[src/rtl/core/module_presence_table_unit_assert.svh]
// Assertion macros for the presence table unit
`ifndef MODULE_PRESENCE_TABLE_UNIT_ASSERT_SVH
`define MODULE_PRESENCE_TABLE_UNIT_ASSERT_SVH

// same-cycle implication, sampled on clock, off during reset
`define MPT_ASSERT_IMPL(label, ante, cons) \
   label: assert property (@(posedge clock) disable iff (reset) (ante) |-> (cons)) \
      else $error("presence table check failed");

// next-cycle implication, sampled on clock, off during reset
`define MPT_ASSERT_NEXT(label, ante, cons) \
   label: assert property (@(posedge clock) disable iff (reset) (ante) |=> (cons)) \
      else $error("presence table check failed");

`endif

[src/rtl/core/mpt_pkg.sv]
// Types and constants shared by the presence table unit
`timescale 1ns / 1ps
package mpt_pkg;

   localparam logic [2:0] CMD_ADD_OR_UPDATE = 3'd0;
   localparam logic [2:0] CMD_MARK_ONLINE   = 3'd1;
   localparam logic [2:0] CMD_MARK_OFFLINE  = 3'd2;
   localparam logic [2:0] CMD_SET_TYPE      = 3'd3;
   localparam logic [2:0] CMD_LOOKUP        = 3'd4;
   localparam logic [2:0] CMD_CLEAR         = 3'd5;

   localparam logic [1:0] ST_UNKNOWN = 2'd0;
   localparam logic [1:0] ST_OFFLINE = 2'd1;
   localparam logic [1:0] ST_ONLINE  = 2'd2;

   localparam logic [2:0] TYPE_UNKNOWN = 3'd0;

   localparam logic [2:0] EV_NONE       = 3'd0;
   localparam logic [2:0] EV_DISCOVERED = 3'd1;
   localparam logic [2:0] EV_UPDATED    = 3'd2;
   localparam logic [2:0] EV_ONLINE     = 3'd3;
   localparam logic [2:0] EV_OFFLINE    = 3'd4;

   typedef struct packed {
      logic [7:0]  address;
      logic [2:0]  module_type;
      logic [1:0]  status;
      logic [31:0] seen_ms;
   } mpt_entry_type;

   typedef enum logic {
      MPT_IDLE,
      MPT_SCAN
   } mpt_state_type;

endpackage

[src/rtl/core/mpt_ram.sv]
// Entry memory: one write port, one registered read port
`timescale 1ns / 1ps
module mpt_ram #(
   parameter int DEPTH = 16,
   parameter int AW    = 4
) (
   input  logic                  clock,
   input  logic                  wr_en,
   input  logic [AW-1:0]         wr_addr,
   input  mpt_pkg::mpt_entry_type wr_data,
   input  logic [AW-1:0]         rd_addr,
   output mpt_pkg::mpt_entry_type rd_data
);
   import mpt_pkg::*;

   mpt_entry_type mem [DEPTH];

   always_ff @(posedge clock) begin
      if (wr_en) begin
         mem[wr_addr] <= wr_data;
      end
   end

   always_ff @(posedge clock) begin
      rd_data <= mem[rd_addr];
   end

endmodule

[src/rtl/core/module_presence_table_unit.sv]
// Top level of the module presence table
`timescale 1ns / 1ps
`include "module_presence_table_unit_assert.svh"
// Address-keyed table of bus modules held in one synchronous memory. A command is taken
// when start is high and busy is low; busy then stays high until the result word is
// presented. The table is searched slot by slot through the memory read port, one slot a
// cycle, until the address is found or the last entry is compared; clear and an unknown
// command need no search. Each result is shown for one cycle with rsp_valid and must be
// taken then: the receiver cannot stall. Online and offline totals are kept as running
// counters, so no scan is needed to report them.
module module_presence_table_unit #(
   parameter int MAX_ENTRIES = 16
) (
   input  logic        clock,
   input  logic        reset,
   input  logic        start,
   output logic        busy,
   input  logic [2:0]  req_cmd,
   input  logic [7:0]  req_address,
   input  logic [2:0]  req_module_type,
   input  logic [1:0]  req_new_status,
   input  logic [31:0] req_timestamp_ms,
   output logic        rsp_valid,
   output logic        rsp_ok,
   output logic [2:0]  rsp_event_code,
   output logic        rsp_was_added,
   output logic [2:0]  rsp_entry_type,
   output logic [1:0]  rsp_entry_status,
   output logic [31:0] rsp_entry_seen_ms,
   output logic [4:0]  rsp_entry_count,
   output logic [4:0]  rsp_online_count,
   output logic        rsp_any_offline
);
   import mpt_pkg::*;

   localparam int AW = (MAX_ENTRIES > 1) ? $clog2(MAX_ENTRIES) : 1;
   localparam int CW = $clog2(MAX_ENTRIES + 1);

   mpt_state_type state_ff, state_in;

   logic [2:0]  cmd_ff;
   logic [7:0]  addr_ff;
   logic [2:0]  type_ff;
   logic [1:0]  status_ff;
   logic [31:0] ts_ff;

   logic [CW-1:0] count_ff, count_in;
   logic [CW-1:0] online_ff, online_in;
   logic [CW-1:0] offline_ff, offline_in;
   logic [CW-1:0] rd_idx_ff, rd_idx_in;
   logic          rd_vld_ff, rd_vld_in;
   logic [AW-1:0] chk_idx_ff, chk_idx_in;

   logic          rsp_valid_ff, rsp_ok_ff, rsp_added_ff;
   logic [2:0]    rsp_event_ff;
   mpt_entry_type rsp_entry_ff;
   logic [CW-1:0] rsp_count_ff, rsp_online_ff;
   logic          rsp_offline_ff;

   logic          accept;
   logic          decide;
   logic          hit, miss, room, last;
   logic          do_write, append, show, ok, added;
   logic [2:0]    ev;
   logic [AW-1:0] wr_idx;
   mpt_entry_type rd_data, new_e;
   logic          old_on, old_off, new_on, new_off;
   logic [CW+4:0] count_w, online_w;

   mpt_ram #(
      .DEPTH (MAX_ENTRIES),
      .AW    (AW)
   ) u_ram (
      .clock   (clock),
      .wr_en   (do_write),
      .wr_addr (wr_idx),
      .wr_data (new_e),
      .rd_addr (rd_idx_ff[AW-1:0]),
      .rd_data (rd_data)
   );

   assign accept = start && !busy;
   assign hit    = rd_vld_ff && (rd_data.address == addr_ff);
   assign last   = (CW'(chk_idx_ff) + CW'(1)) == count_ff;
   assign miss   = !hit && ((count_ff == '0) || (rd_vld_ff && last));
   assign room   = count_ff < CW'(MAX_ENTRIES);

   // next state
   always_comb begin
      state_in = state_ff;
      case (state_ff)
         MPT_IDLE: begin
            if (start) state_in = MPT_SCAN;
         end
         MPT_SCAN: begin
            if (decide) state_in = MPT_IDLE;
         end
         default: state_in = MPT_IDLE;
      endcase
   end

   // state outputs
   always_comb begin
      busy = (state_ff == MPT_SCAN);
   end

   // search decision and read-modify-write of the addressed entry
   always_comb begin
      decide     = 1'b0;
      do_write   = 1'b0;
      append     = 1'b0;
      show       = 1'b0;
      ok         = 1'b0;
      added      = 1'b0;
      ev         = EV_NONE;
      new_e      = rd_data;
      wr_idx     = hit ? chk_idx_ff : count_ff[AW-1:0];
      count_in   = count_ff;
      online_in  = online_ff;
      offline_in = offline_ff;
      if (state_ff == MPT_SCAN) begin
         case (cmd_ff)
            CMD_CLEAR: begin
               decide     = 1'b1;
               ok         = 1'b1;
               count_in   = '0;
               online_in  = '0;
               offline_in = '0;
            end
            CMD_ADD_OR_UPDATE, CMD_MARK_ONLINE, CMD_MARK_OFFLINE, CMD_SET_TYPE,
            CMD_LOOKUP: begin
               decide = hit || miss;
               if (hit || miss) begin
                  case (cmd_ff)
                     CMD_ADD_OR_UPDATE: begin
                        if (hit) begin
                           new_e    = '{rd_data.address, type_ff, status_ff, ts_ff};
                           do_write = 1'b1;
                           ok       = 1'b1;
                           ev       = EV_UPDATED;
                        end else if (room) begin
                           new_e    = '{addr_ff, type_ff, status_ff, ts_ff};
                           do_write = 1'b1;
                           append   = 1'b1;
                           ok       = 1'b1;
                           added    = 1'b1;
                           ev       = EV_DISCOVERED;
                        end
                     end
                     CMD_MARK_ONLINE: begin
                        if (hit) begin
                           new_e.status  = ST_ONLINE;
                           new_e.seen_ms = ts_ff;
                           do_write      = 1'b1;
                           ok            = 1'b1;
                           ev            = EV_ONLINE;
                        end else if (room) begin
                           new_e    = '{addr_ff, type_ff, ST_ONLINE, ts_ff};
                           do_write = 1'b1;
                           append   = 1'b1;
                           ok       = 1'b1;
                           added    = 1'b1;
                           ev       = EV_ONLINE;
                        end
                     end
                     CMD_MARK_OFFLINE: begin
                        if (hit) begin
                           new_e.status = ST_OFFLINE;
                           do_write     = 1'b1;
                           ok           = 1'b1;
                           ev           = EV_OFFLINE;
                        end
                     end
                     CMD_SET_TYPE: begin
                        if (hit) begin
                           if (type_ff != TYPE_UNKNOWN) new_e.module_type = type_ff;
                           do_write = 1'b1;
                           ok       = 1'b1;
                           ev       = EV_UPDATED;
                        end
                     end
                     default: begin
                        ok = hit;
                     end
                  endcase
                  show = ok;
               end
            end
            default: begin
               decide = 1'b1;
            end
         endcase
      end

      old_on  = hit && (rd_data.status == ST_ONLINE);
      old_off = hit && (rd_data.status == ST_OFFLINE);
      new_on  = new_e.status == ST_ONLINE;
      new_off = new_e.status == ST_OFFLINE;
      if (do_write) begin
         online_in  = online_ff + CW'(new_on) - CW'(old_on);
         offline_in = offline_ff + CW'(new_off) - CW'(old_off);
      end
      if (append) count_in = count_ff + CW'(1);
   end

   // read pointer runs ahead of the compare by the registered memory read
   always_comb begin
      rd_idx_in  = rd_idx_ff;
      chk_idx_in = rd_idx_ff[AW-1:0];
      rd_vld_in  = 1'b0;
      if (accept) begin
         rd_idx_in = '0;
      end else if (busy && !decide) begin
         rd_vld_in = rd_idx_ff < count_ff;
         if (rd_idx_ff < count_ff) rd_idx_in = rd_idx_ff + CW'(1);
      end
   end

   always_ff @(posedge clock) begin
      if (reset) begin
         state_ff     <= MPT_IDLE;
         count_ff     <= '0;
         online_ff    <= '0;
         offline_ff   <= '0;
         rd_vld_ff    <= 1'b0;
         rsp_valid_ff <= 1'b0;
      end else begin
         state_ff     <= state_in;
         count_ff     <= count_in;
         online_ff    <= online_in;
         offline_ff   <= offline_in;
         rd_vld_ff    <= rd_vld_in;
         rsp_valid_ff <= decide;
      end
   end

   always_ff @(posedge clock) begin
      rd_idx_ff  <= rd_idx_in;
      chk_idx_ff <= chk_idx_in;
      if (accept) begin
         cmd_ff    <= req_cmd;
         addr_ff   <= req_address;
         type_ff   <= req_module_type;
         status_ff <= req_new_status;
         ts_ff     <= req_timestamp_ms;
      end
      if (decide) begin
         rsp_ok_ff      <= ok;
         rsp_added_ff   <= added;
         rsp_event_ff   <= ev;
         rsp_entry_ff   <= show ? new_e : '0;
         rsp_count_ff   <= count_in;
         rsp_online_ff  <= online_in;
         rsp_offline_ff <= offline_in != '0;
      end
   end

   // counts reported modulo 32
   assign count_w  = {5'd0, rsp_count_ff};
   assign online_w = {5'd0, rsp_online_ff};

   assign rsp_valid         = rsp_valid_ff;
   assign rsp_ok            = rsp_ok_ff;
   assign rsp_event_code    = rsp_event_ff;
   assign rsp_was_added     = rsp_added_ff;
   assign rsp_entry_type    = rsp_entry_ff.module_type;
   assign rsp_entry_status  = rsp_entry_ff.status;
   assign rsp_entry_seen_ms = rsp_entry_ff.seen_ms;
   assign rsp_entry_count   = count_w[4:0];
   assign rsp_online_count  = online_w[4:0];
   assign rsp_any_offline   = rsp_offline_ff;

   `MPT_ASSERT_NEXT(a_accept_busy, start && !busy, busy)
   `MPT_ASSERT_IMPL(a_rsp_idle, rsp_valid, !busy)
   `MPT_ASSERT_IMPL(a_counts_fit, 1'b1, (({1'b0, online_ff} + {1'b0, offline_ff}) <= {1'b0, count_ff}))
   `MPT_ASSERT_IMPL(a_added_event, rsp_valid && rsp_was_added, rsp_ok && (rsp_event_code == EV_DISCOVERED || rsp_event_code == EV_ONLINE))

endmodule

[config.mk]
export PLATFORM = sky130hd
export DESIGN_NAME = module_presence_table_unit
export DESIGN_NICKNAME = d
export VERILOG_FILES = /design/src/rtl/core/mpt_pkg.sv /design/src/rtl/core/mpt_ram.sv /design/src/rtl/core/module_presence_table_unit.sv
export VERILOG_INCLUDE_DIRS = /design/src /design/src/rtl/core
export SDC_FILE = /design/constraint.sdc
export NUM_CORES = 1
export LEC_CHECK = 0
export ABC_AREA = 1
export BUFFER_PORTS_ARGS = -buffer_cell sky130_fd_sc_hd__buf_2
export CORE_ASPECT_RATIO = 2
export CORE_UTILIZATION = 30
export DETAILED_ROUTE_END_ITERATION = 12
export HOLD_SLACK_MARGIN = 0.03
export SETUP_SLACK_MARGIN = 0.1
export SLEW_MARGIN = 20
export SYNTH_ARGS = -nofsm -noshare
export SYNTH_HDL_FRONTEND = slang
export SYNTH_SLANG_ARGS = --single-unit
export TNS_END_PERCENT = 50
[constraint.sdc]
create_clock -name clock -period 7.3 [get_ports clock]
set_clock_uncertainty 0.15 [all_clocks]
set_input_delay 1.46 -clock clock [delete_from_list [all_inputs] [get_ports clock]]
set_output_delay 1.46 -clock clock [all_outputs]
set_load 0.02 [all_outputs]
==> results_dict.tcl <==
set metrics [dict create \
    maxSlewHeadroom 0.272 \
    dpl.cell_count 4176 \
    synthCells 2662 \
    via_count 21400 \
    design_area_sq_mm 0.0401 \
    cts.repair.resized 0 \
    hold_violations 0 \
    core_area_sq_mm 0.116 \
    p_leak_nw 13.2 \
    ys_ff_latch 893 \
    antenna_found_initial 2 \
    fp.dieArea_sq_mm 0.119 \
    finalPower_mw 10.2 \
    num_io_pins 106 \
    min_period_ns 4.73 \
    num_rows 177 \
    dp_hpwl_mm 46.7 \
    place_area_sq_mm 0.0375 \
    viasPerCell 4.96 \
    seq_area_frac_synth 0.742 \
    cp.required_ns 7.55 \
    initialDrtViolationCount 1709 \
    routedWlPerCell_microns 20.2 \
    clk-insertion-delay-late_ns 0.66 \
    setup_viol 0 \
    avgSynthCellArea_sq_um 13.2 \
    clock_path_buffers 3 \
    drv_slew 0 \
    fin_cells 4321 \
    r2r_slack_ns 2.57 \
    yosys.cell_types.count 44 \
    cp-start-kind "flip-flop" \
    regToRegEndpoint "rsp_online_count[4]$_DFFE_PP_" \
    fin_crit_sh 0.647 \
    firstDrtPassIters 5 \
    drc 0 \
    cts_buffers 77 \
    criticalPathCategory "reg2reg" \
    start_util 0.303 \
    timing.final.ws_setup_ns 2.57 \
    cp.arrival_ns 4.97 \
    syn2layout_area_growth_pct 14.1 \
    cts_root_buf "clkbuf_16" \
    wirelength_mm 87.4 \
    maxCapViolations 0 \
    grt_setup_unrepaired "no" \
    tns_ns 0 \
    r2r-start "addr_ff[4]$_DFFE_PP_" \
    worst_pin_slew_ns 1.09 \
    place_congestion 0.839 \
    grt_pass1_wl_mm 129 \
    place_ws_ns 2.61 \
    port_buffers 105 \
    drive_gt1_frac 0.117 \
    synth_area_sq_mm 0.0352 \
    hold_class "reg2reg" \
    whs_ns 0.294 \
    numClockSinks 893 \
    grt_overflow 0 \
    grt_pass1_vias 21200 \
    critPathCaptureType "flip-flop" \
    fmax_ghz 0.212 \
    run_status "complete, no violations" \
    syn-num-nets 2733 \
    clk_pin_slew_ns 0.07 \
    nets 2805 \
    postCtsHoldBufs 0 \
    drtAntennaViolNets 0 \
    gr-usage-all-layers 0.144 \
    cts_max_level 3 \
    worstHoldPathCells 0 \
    grt_max_degree 181 \
    cts_tree "yes" \
    die_height_microns 486 \
    ir_drop_v 0.000154 \
    power_density_mw_per_mm2 253 \
    async_reset_ff_frac 0 \
    chipWidth_microns 244 \
    synth_ff_type "edfxtp_1" \
    fin_util 0.345 \
    worstHoldStart "rd_idx_ff[3]$_SDFFE_PP0P_" \
    ys_warn_count 0 \
    whs_endpoint "chk_idx_ff[3]$_DFF_P_" \
    crit_path_max_fanout 17 \
    postCtsSetupBuffers 0 \
    synth_edf_count 821 \
    reg2reg_depth 21 \
]
## cell families (layout without fill, tap and decap cells)
family,count (synthesis),count (layout),synth area share
other cells,0,1,0
fa+ha+maj,20,20,0.00754
xor+xnor,15,15,0.00373
simple gates,883,883,0.103
buf+inv,297,434,0.0335
mux,72,72,0.0205
compound gates,482,482,0.0897
flops,893,893,0.742
## cell usage in the layout (no fill, tap or decap), types with 3 or more instances in the layout
master and instances:
xnor2_1 5, clkbuf_8 7, nand2_4 3, o211ai_1 20
edfxtp_1 821, bufinv_16 10, clkinv_1 9, inv_8 4
xor2_1 10, o21ai_0 236, clkbuf_16 77, nor2_4 21
o221ai_1 72, clkinv_2 10, dfxtp_4 3, dfxtp_1 69
nand3_2 4, buf_4 41, clkinv_4 4, clkinvlp_4 4
o21ai_1 17, mux2i_1 72, buf_2 105, nand3_1 101
nor2_1 488, nand2_1 235, inv_1 129, nand2_2 4
nor3_1 4, a21oi_1 24, o32ai_1 108, clkbuf_1 14
nand4_1 12, ha_1 18, inv_6 4, inv_2 10
## registers in the layout, indices dropped and copies added, names as in the netlist, 2 cells and up
| signal | count |
|---|---|
| addr_ff | 8 |
| chk_idx_ff | 4 |
| cmd_ff | 3 |
| count_ff | 5 |
| offline_ff | 5 |
| online_ff | 5 |
| rd_idx_ff | 5 |
| rsp_entry_count | 5 |
| rsp_entry_seen_ms | 32 |
| rsp_entry_status | 2 |
| rsp_entry_type | 3 |
| rsp_event_code | 3 |
| rsp_online_count | 5 |
| status_ff | 2 |
| ts_ff | 32 |
| type_ff | 3 |
| u_ram.mem | 720 |
| u_ram.rd_data | 45 |
## critical path: stages, from the launching register on
cell	delay, ns
edfxtp_1	0.40
nand2_1	0.11
nand2_1	0.09
nor2_1	0.10
nand2_1	0.08
nor2_4	0.16
nand2_4	0.11
nand3_2	0.30
nand4_2	0.21
nand2_1	0.12
inv_1	0.04
nor2_1	0.80
nand3_1	0.19
ha_1	0.36
inv_1	0.06
ha_1	0.15
inv_1	0.06
fa_1	0.43
o21ai_0	0.23
xor2_1	0.10
nor2_1	0.15
a21oi_1	0.06
## worst max path at each step
stage	from	to	slack, ns
6_report	addr_ff[4]$_DFFE_PP_	rsp_online_count[4]$_DFFE_PP_	2.57
5_1_grt	addr_ff[4]$_DFFE_PP_	rsp_online_count[4]$_DFFE_PP_	2.08
4_1_cts	addr_ff[4]$_DFFE_PP_	rsp_online_count[4]$_DFFE_PP_	2.56
3_5_place_dp	addr_ff[4]$_DFFE_PP_	rsp_online_count[4]$_DFFE_PP_	2.61
3_3_place_gp	chk_idx_ff[0]$_DFF_P_	rsp_online_count[4]$_DFFE_PP_	2.70
2_1_floorplan	chk_idx_ff[0]$_DFF_P_	u_ram.mem[10][0]$_DFFE_PP_	3.09
## final cells by class
| type | instances | area (sq um) |
|---|---|---|
| tap | 1521 | 1900 |
| clock buffer | 98 | 2080 |
| sequential | 893 | 26100 |
| timing repair buffer | 148 | 873 |
| antenna | 1 | 2.50 |
| fill | 11200 | 76100 |
| clock inverter | 46 | 581 |
| inverter | 142 | 543 |
| multi-input combinational | 1472 | 8060 |
## Yosys cell counts, types with 10 or more instances
cell	count	area share
edfxtp_1	821	0.70
a21oi_1	24	0.0034
nand4_1	12	0.0021
nor2_1	506	0.054
inv_1	132	0.014
o211ai_1	20	0.0043
dfxtp_1	72	0.041
mux2i_1	72	0.020
inv_2	10	0.0011
nand3_1	101	0.014
buf_2	16	0.0023
o21ai_1	17	0.0024
clkbuf_1	113	0.012
nand2_1	235	0.025
o32ai_1	108	0.027
buf_1	16	0.0017
o21ai_0	236	0.034
ha_1	18	0.0064
xor2_1	10	0.0025
o221ai_1	72	0.018
## power by group
| group | internal, mW | switching [mW] |
|---|---|---|
| logic | 0.0525 | 0.153 |
| registers | 5.60 | 0.0193 |
| clock network | 2.41 | 1.92 |
## layer usage
metal / track usage / vias up / part of all wire
li1: - / 9872 / -
met1: 0.167 / 10900 / 0.40
met2: 0.269 / 561 / 0.53
met3: 0.0182 / 134 / 0.043
met4: 0.0518 / 2 / 0.026
met5: 0 / - / 0.00015
(Power assumes the default switching activity.)
